--- config.mk ---
export PLATFORM = sky130hd
export DESIGN_NAME = scan_down_disk_schedule
export DESIGN_NICKNAME = d
export VERILOG_FILES = /design/src/sdds_pkg.sv /design/src/scan_down_disk_schedule.sv
export SDC_FILE = /design/constraint.sdc
export NUM_CORES = 1
export LEC_CHECK = 0
export BUFFER_PORTS_ARGS = -buffer_cell sky130_fd_sc_hd__buf_2
export CORE_ASPECT_RATIO = 0.8
export CORE_UTILIZATION = 40
export CTS_CLUSTER_DIAMETER = 30
export DETAILED_ROUTE_END_ITERATION = 7
export GPL_ROUTABILITY_DRIVEN = 0
export PLACE_DENSITY = 0.51
export SLEW_MARGIN = 20
export SYNTH_ARGS = -nofsm -noshare
export SYNTH_HDL_FRONTEND = slang
export SYNTH_SLANG_ARGS = --single-unit
export TNS_END_PERCENT = 30
--- constraint.sdc ---
create_clock -name clk -period 6.3 [get_ports clk]
set_clock_uncertainty 0.2 [all_clocks]
set_input_delay 0 -clock clk [delete_from_list [all_inputs] [get_ports clk]]
set_output_delay 0 -clock clk [all_outputs]
set_load 0.02 [all_outputs]
--- src/sdds_pkg.sv ---
// ----------------------------------------------------------------------------
// sdds_pkg: shared definitions for the downward SCAN disk scheduler
// Widths, sequencer step codes, control word layout and the microcode ROM.
// ----------------------------------------------------------------------------
`default_nettype none

package sdds_pkg;

	localparam int MAX_REQUESTS = 32;
	localparam int CYL_WIDTH    = 16;
	localparam int SEEK_WIDTH   = CYL_WIDTH + 1;
	// count holds 0..MAX_REQUESTS, also used as key index (head uses MAX_REQUESTS)
	localparam int CNT_WIDTH    = $clog2(MAX_REQUESTS + 1);
	localparam int IDX_WIDTH    = (MAX_REQUESTS > 1) ? $clog2(MAX_REQUESTS) : 1;
	localparam int IN_TDATA_W   = ((CYL_WIDTH + 7) / 8) * 8;
	localparam int OUT_TDATA_W  = ((CYL_WIDTH + SEEK_WIDTH + 7) / 8) * 8;

	typedef logic [CYL_WIDTH-1:0]  cyl_t;
	typedef logic [SEEK_WIDTH-1:0] seek_t;
	typedef logic [CNT_WIDTH-1:0]  cnt_t;
	typedef logic [IDX_WIDTH-1:0]  idx_t;

	// sequencer steps (microcode addresses)
	typedef enum logic [2:0] {
		ST_IDLE,
		ST_HEAD,
		ST_INIT,
		ST_READ,
		ST_CMP,
		ST_DECIDE,
		ST_DONE
	} step_t;

	// branch conditions
	typedef enum logic [2:0] {
		C_NEXT,    // fall through
		C_JUMP,    // unconditional jump
		C_FINAL,   // jump when a final request is taken, else hold
		C_HEAD,    // hold until output free, jump if store empty
		C_MORE,    // jump while entries remain in the scan
		C_DECIDE   // emit/flip phase, jump back or fall through on last
	} cond_t;

	typedef struct packed {
		logic  in_rdy;   // take requests
		logic  head;     // emit head start
		logic  init;     // clear scan index and best
		logic  rd;       // read store at scan index
		logic  cmp;      // compare read entry against best
		logic  decide;   // emit best or turn the head
		logic  clr;      // drop queued requests
		cond_t cond;
		step_t target;
	} ctrl_t;

	// microcode ROM
	function automatic ctrl_t ucode(step_t s);
		ctrl_t cw;
		cw = '{in_rdy: 1'b0, head: 1'b0, init: 1'b0, rd: 1'b0, cmp: 1'b0,
		       decide: 1'b0, clr: 1'b0, cond: C_JUMP, target: ST_IDLE};
		case (s)
			ST_IDLE: begin
				cw.in_rdy = 1'b1;
				cw.cond   = C_FINAL;
				cw.target = ST_HEAD;
			end
			ST_HEAD: begin
				cw.head   = 1'b1;
				cw.cond   = C_HEAD;
				cw.target = ST_DONE;
			end
			ST_INIT: begin
				cw.init = 1'b1;
				cw.cond = C_NEXT;
			end
			ST_READ: begin
				cw.rd   = 1'b1;
				cw.cond = C_NEXT;
			end
			ST_CMP: begin
				cw.cmp    = 1'b1;
				cw.cond   = C_MORE;
				cw.target = ST_READ;
			end
			ST_DECIDE: begin
				cw.decide = 1'b1;
				cw.cond   = C_DECIDE;
				cw.target = ST_INIT;
			end
			ST_DONE: begin
				cw.clr    = 1'b1;
				cw.cond   = C_JUMP;
				cw.target = ST_IDLE;
			end
			default: begin
				cw.cond   = C_JUMP;
				cw.target = ST_IDLE;
			end
		endcase
		return cw;
	endfunction

endpackage

`default_nettype wire

--- src/scan_down_disk_schedule.sv ---
// ----------------------------------------------------------------------------
// scan_down_disk_schedule: SCAN (elevator) disk scheduler, downward first
// Queues cylinder requests, then emits the head start, the requests at or
// below it in descending order, then those above it in ascending order,
// each with the running sum of head movement.
// ----------------------------------------------------------------------------
//  channel  | dir | handshake          | payload
//  s_*      | in  | s_tvalid/s_tready  | s_tdata: cylinder; s_tlast: final_request
//  m_*      | out | m_tvalid/m_tready  | m_tdata: visited_cylinder, running_seek;
//           |     |                    | m_tlast: last_visit
//  cfg_*    | in  | cfg_we             | cfg_wdata: head_start
//
//  Requests load at one per cycle while the sequencer sits in its idle step.
//  A schedule runs one head step, one selection scan per request visit over
//  the request store (init, a read and a compare step per entry through its
//  single read port, then decide), one extra scan where the head turns, and
//  one clear step.
//  Reset clears the step counter, the request count, head_start and the
//  output valid; the store is not cleared. A stalled output holds the
//  sequencer in a step that emits; no requests are taken during a schedule.
// ----------------------------------------------------------------------------
`default_nettype none

module scan_down_disk_schedule (
	input  wire                                 clk,
	input  wire                                 arst_n,
	// configuration: head_start
	input  wire                                 cfg_we,
	input  wire [sdds_pkg::CYL_WIDTH-1:0]       cfg_wdata,
	// request stream
	input  wire                                 s_tvalid,
	output logic                                s_tready,
	input  wire [sdds_pkg::IN_TDATA_W-1:0]      s_tdata,   // [15:0] cylinder
	input  wire                                 s_tlast,   // final_request
	// visit stream
	output logic                                m_tvalid,
	input  wire                                 m_tready,
	output logic [sdds_pkg::OUT_TDATA_W-1:0]    m_tdata,   // [15:0] visited_cylinder,
	                                                       // [32:16] running_seek
	output logic                                m_tlast    // last_visit
);
	import sdds_pkg::*;

	// sequencer
	step_t  step_q, step_d;
	ctrl_t  cw;

	// datapath state
	cyl_t   head_q;
	cnt_t   count_q;
	cyl_t   mem [MAX_REQUESTS];
	cyl_t   rd_q;
	cnt_t   idx_q;
	cnt_t   k_q;
	logic   found_q;
	cyl_t   best_c_q;
	cnt_t   best_i_q;
	cyl_t   prev_c_q;
	cnt_t   prev_i_q;
	logic   up_q;
	logic   up_seen_q;
	seek_t  seek_q;

	// output register
	logic   m_tvalid_q;
	cyl_t   out_cyl_q;
	seek_t  out_seek_q;
	logic   out_last_q;

	logic   accept, out_free, head_fire, dec_fire, last_sel, more, cand, better;
	cyl_t   travel;
	seek_t  seek_nxt;
	logic [CYL_WIDTH+CNT_WIDTH-1:0] ent_key, best_key, prev_key;

	assign cw       = ucode(step_q);
	assign s_tready = cw.in_rdy;
	assign accept   = s_tvalid & s_tready;
	assign out_free = !m_tvalid_q || m_tready;

	assign more      = (idx_q + cnt_t'(1)) < count_q;
	assign last_sel  = (k_q + cnt_t'(1)) == count_q;
	assign head_fire = cw.head && out_free;
	assign dec_fire  = cw.decide && found_q && out_free;

	// selection keys: value first, store index breaks ties
	assign ent_key  = {rd_q, idx_q};
	assign best_key = {best_c_q, best_i_q};
	assign prev_key = {prev_c_q, prev_i_q};

	// candidate and improvement test for the entry being scanned
	always_comb begin
		if (!up_q) begin
			cand   = (rd_q <= head_q) && (ent_key < prev_key);
			better = !found_q || (ent_key > best_key);
		end else begin
			cand   = (rd_q > head_q) && (!up_seen_q || (ent_key > prev_key));
			better = !found_q || (ent_key < best_key);
		end
	end

	// movement to the selected cylinder
	assign travel   = (best_c_q >= prev_c_q) ? (best_c_q - prev_c_q) : (prev_c_q - best_c_q);
	assign seek_nxt = seek_q + SEEK_WIDTH'(travel);

	// next step
	always_comb begin
		step_d = step_q;
		case (cw.cond)
			C_NEXT:  step_d = step_t'(step_q + 3'd1);
			C_JUMP:  step_d = cw.target;
			C_FINAL: begin
				if (accept && s_tlast) step_d = cw.target;
			end
			C_HEAD: begin
				if (out_free) step_d = (count_q == '0) ? cw.target : step_t'(step_q + 3'd1);
			end
			C_MORE:  step_d = more ? cw.target : step_t'(step_q + 3'd1);
			C_DECIDE: begin
				if (!found_q) begin
					step_d = cw.target;
				end else if (out_free) begin
					step_d = last_sel ? step_t'(step_q + 3'd1) : cw.target;
				end
			end
			default: step_d = ST_IDLE;
		endcase
	end

	always_ff @(posedge clk or negedge arst_n) begin
		if (!arst_n) step_q <= ST_IDLE;
		else         step_q <= step_d;
	end

	// configuration register
	always_ff @(posedge clk or negedge arst_n) begin
		if (!arst_n)     head_q <= '0;
		else if (cfg_we) head_q <= cfg_wdata;
	end

	// request count
	always_ff @(posedge clk or negedge arst_n) begin
		if (!arst_n) begin
			count_q <= '0;
		end else if (cw.clr) begin
			count_q <= '0;
		end else if (accept && (count_q < cnt_t'(MAX_REQUESTS))) begin
			count_q <= count_q + cnt_t'(1);
		end
	end

	// request store: one write port, one registered read port
	always_ff @(posedge clk) begin
		if (accept && (count_q < cnt_t'(MAX_REQUESTS)))
			mem[count_q[IDX_WIDTH-1:0]] <= s_tdata[CYL_WIDTH-1:0];
		if (cw.rd)
			rd_q <= mem[idx_q[IDX_WIDTH-1:0]];
	end

	// scan and phase control
	always_ff @(posedge clk or negedge arst_n) begin
		if (!arst_n) begin
			found_q   <= 1'b0;
			up_q      <= 1'b0;
			up_seen_q <= 1'b0;
			idx_q     <= '0;
			k_q       <= '0;
		end else begin
			if (head_fire) begin
				up_q      <= 1'b0;
				up_seen_q <= 1'b0;
				k_q       <= '0;
			end
			if (cw.init) begin
				idx_q   <= '0;
				found_q <= 1'b0;
			end
			if (cw.cmp) begin
				idx_q <= idx_q + cnt_t'(1);
				if (cand && better) found_q <= 1'b1;
			end
			if (cw.decide && !found_q) begin
				// nothing left below the head: turn upward
				up_q      <= 1'b1;
				up_seen_q <= 1'b0;
			end
			if (dec_fire) begin
				k_q <= k_q + cnt_t'(1);
				if (up_q) up_seen_q <= 1'b1;
			end
		end
	end

	// best candidate, previous visit and running seek
	always_ff @(posedge clk) begin
		if (cw.cmp && cand && better) begin
			best_c_q <= rd_q;
			best_i_q <= idx_q;
		end
		if (head_fire) begin
			prev_c_q <= head_q;
			prev_i_q <= cnt_t'(MAX_REQUESTS);
			seek_q   <= '0;
		end
		if (dec_fire) begin
			prev_c_q <= best_c_q;
			prev_i_q <= best_i_q;
			seek_q   <= seek_nxt;
		end
	end

	// output register
	always_ff @(posedge clk or negedge arst_n) begin
		if (!arst_n) begin
			m_tvalid_q <= 1'b0;
		end else if (head_fire || dec_fire) begin
			m_tvalid_q <= 1'b1;
		end else if (m_tready) begin
			m_tvalid_q <= 1'b0;
		end
	end

	always_ff @(posedge clk) begin
		if (head_fire) begin
			out_cyl_q  <= head_q;
			out_seek_q <= '0;
			out_last_q <= (count_q == '0);
		end else if (dec_fire) begin
			out_cyl_q  <= best_c_q;
			out_seek_q <= seek_nxt;
			out_last_q <= last_sel;
		end
	end

	assign m_tvalid = m_tvalid_q;
	assign m_tlast  = out_last_q;
	assign m_tdata  = OUT_TDATA_W'({out_seek_q, out_cyl_q});

	// checks
	a_count_bound: assert property (@(posedge clk) disable iff (!arst_n)
		count_q <= cnt_t'(MAX_REQUESTS))
		else $error("request count above capacity");

	a_scan_in_range: assert property (@(posedge clk) disable iff (!arst_n)
		cw.cmp |-> (idx_q < count_q))
		else $error("scan read past queued requests");

	a_down_below_head: assert property (@(posedge clk) disable iff (!arst_n)
		(dec_fire && !up_q) |-> (best_c_q <= head_q))
		else $error("downward visit above head start");

	a_up_above_head: assert property (@(posedge clk) disable iff (!arst_n)
		(dec_fire && up_q) |-> (best_c_q > head_q))
		else $error("upward visit at or below head start");

endmodule

`default_nettype wire

==> results.toml <==
[drt]
first_pass_iters = 5
first_iter_violations = 1276
wl_per_cell_um = 23.4
wl_um = 78600
postRouteAntennaNets = 0
vias_per_cell = 5.40
vias = 18200
drc = 0

[pwr]
p_leak_uw = 0.0142
max-vdd-ir-drop_uv = 286
power_per_cell_area_mw_per_mm2 = 332
power_uw = 12200

[clocking]
insertion_delay_ns = 0.71
h-tree-depth = 4
cts_buffer_depth = 3
postCtsHoldBufs = 84
cts_tree = "yes"
cts_resized = 0
cts_buffers = 130
root_buffer = "clkbuf_16"
path_clk_slew_ns = 0.05
clock-sinks = 664
postCtsSetupBuffers = 0

[worst_setup_path]
critical_path.max_stage_delay_ns = 0.87
crit_chain = "inv_1 -> ha_1 -> nand3_1 -> o211ai_2 -> a2111oi_4 -> o21ai_2 -> mux2i_1 -> xnor2_1 -> ha_1 -> nor2b_1 -> o31a_1 -> o31ai_1 -> a31oi_1 -> a311oi_1 -> xor2_1 -> nor2_1"
criticalPathCategory = "flip-flop to flip-flop"
path_max_fanout = 23
cpMostUsedCell = "ha_1"
endpoint_kind = "flip-flop"
worst_setup_path_start_kind = "flip-flop"
arrival_ns = 5.46
crit_slowest_cell = "o21ai_2"
worst-endpoint-required_ns = 6.52
ff2ff_setup_slack_ns = 1.06

[logic_synthesis]
async_reset_ff_frac = 0.0617
yosysUniqueCellTypes = 73
ys.warnings.count = 0
synth_edf_count = 606
synth_cells = 2039
yosysTopAreaCellShare = 0.613
syn_area_mm2 = 0.0297
syn_area_per_cell_um2 = 14.5
yosysSeqAreaShare = 0.659
synthTopCellsByCount = "606 x edfxtp_1, 175 x nand2_1, 124 x ha_1"
synthTopCellsByArea = "edfxtp_1 61%, ha_1 5.2%, mux4_2 4.9%"
ys_ff_latch = 664
synth.most_common_cell = "edfxtp_1"
ys.flop_type = "edfxtp_1"
yosysTopAreaCell = "edfxtp_1"

[floorplanning]
die_x_um = 306
dieArea_mm2 = 0.0753
ios = 81
die_h_um = 246
start_util = 0.408
num_rows = 88
core_mm2 = 0.0728

[finish]
syn_to_final_growth_pct = 23.6
fin_cells = 3363
diodes = 0
nets = 2432
drive_gt1_frac = 0.191

[hold_path]
hold_class = "primary input to flip-flop"

[status]
outcome = "complete, no violations"

[sta]
finalMaxSlewViolations = 0
worst_pin_slew_ns = 1.29
setup_slack_ns = 1.06
min_period_ns = 5.24
post-route-period-util = 0.832
slew_headroom = 0.143
tns_ns = 0
report.final.hold_viol_count = 0
setup_violations = 0
clock.fmax_ghz = 0.191
rsz0062_at_grt = "no"

[placed_design]
pre_cts_ws_ns = 1.11
hpwl_um = 49100
place_inst = 3041
port_buffers = 73

[global_routing]
antenna_found_initial = 0
track_usage = 0.213
grt_overflow = 0
grt_max_degree = 115
grt_pass1_vias = 18100
grt_pass1_wl_um = 118000

[job]
drv_cap = 0
[kinds of logic (layout without fill, tap and decap cells)]
family / after synthesis / count (layout) / share of synthesized area
flip-flops: 664 / 664 / 0.659
buffers and inverters: 202 / 530 / 0.0285
adder cells (fa/ha/maj): 127 / 127 / 0.0543
multiplexers: 203 / 203 / 0.0969
AO/OA/AOI/OAI: 425 / 425 / 0.0919
other: 1 / 7 / 0.000126
AND/OR/NAND/NOR: 373 / 373 / 0.0553
XOR/XNOR: 44 / 44 / 0.0135
[flip-flops by register name (all words and copies together), names as in the netlist, 3 cells and up]
register,flops
prev_c_q,16
out_cyl_q,16
step_q,3
rd_q,16
head_q,16
idx_q,6
prev_i_q,6
k_q,6
mem,512
count_q,6
out_seek_q,17
best_c_q,16
best_i_q,6
seek_q,17
[per-layer routing]
layer,vias up,part of all wire,track usage
li1,8340,-,-
met1,9152,0.49,0.320
met2,575,0.42,0.303
met3,99,0.067,0.0498
met4,0,0.018,0.0656
met5,-,0,0
[report_power, final]
| group | internal [uW] | switching [uW] | total [uW] |
|---|---|---|---|
| logic | 64.1 | 114 | 178 |
| registers | 4820 | 12.4 | 4830 |
| clock network | 4780 | 2380 | 7160 |
| total | 9670 | 2510 | 12200 |
[placed cells by master, fill, tap and decap left out, types with 75 or more instances in the layout]
cell           count
a21oi_1          109
clkbuf_16        133
dlygate4sd3_1     84
edfxtp_1         606
ha_1             124
inv_1             94
mux2i_1          105
nand2_1          174
nor2_1            75
o21ai_0           92
[metrics by stage]
step / hold WS [ns] / util / cell area [um^2]
final: 0.164 / 0.504 / 36700
after global routing: 0.176 / 0.504 / 36700
after floorplan: -0.496 / - / 29700
after global placement: -0.0643 / 0.428 / 31200
after CTS: 0.0968 / 0.504 / 36600
after detailed placement: -0.0603 / 0.428 / 31200
[cell type report]
class                   count  area (um^2)
inverters                  97          364
clock inverters            88         1220
fillers                  6110        36100
clock buffers             150         3400
flip-flops and latches    664        19600
repair buffers            195         1520
multi-input cells        1179         9340
well taps                 990         1240
[final timing paths]
| path | endpoint | depth (start not counted) | from |
|---|---|---|---|
| max | seek_q[16]$_SDFFCE_PN0P_ | 16 | best_c_q[5]$_DFFE_PP_ |
| min reg2reg | out_seek_q[2]$_SDFFE_PP0P_ | 1 | out_seek_q[2]$_SDFFE_PP0P_ |
| min in group asynchronous | k_q[4]$_DFFE_PN0P_ | 4 | arst_n |
| max in group asynchronous | idx_q[1]$_DFFE_PN0P_ | 4 | arst_n |
| min | head_q[1]$_DFFE_PN0P_ | 3 | cfg_we |
| max reg2reg | seek_q[16]$_SDFFCE_PN0P_ | 16 | best_c_q[5]$_DFFE_PP_ |
[worst max-delay path, delay by kind of cell (launching register included)]
kind            cells  cell delay [ns]
xor+xnor            2             0.38
buf+inv             1             0.09
flops               1             0.34
mux                 1             0.30
simple gates        3             0.43
fa+ha+maj           2             0.75
compound gates      7             2.46
(Power assumes the default switching activity.)
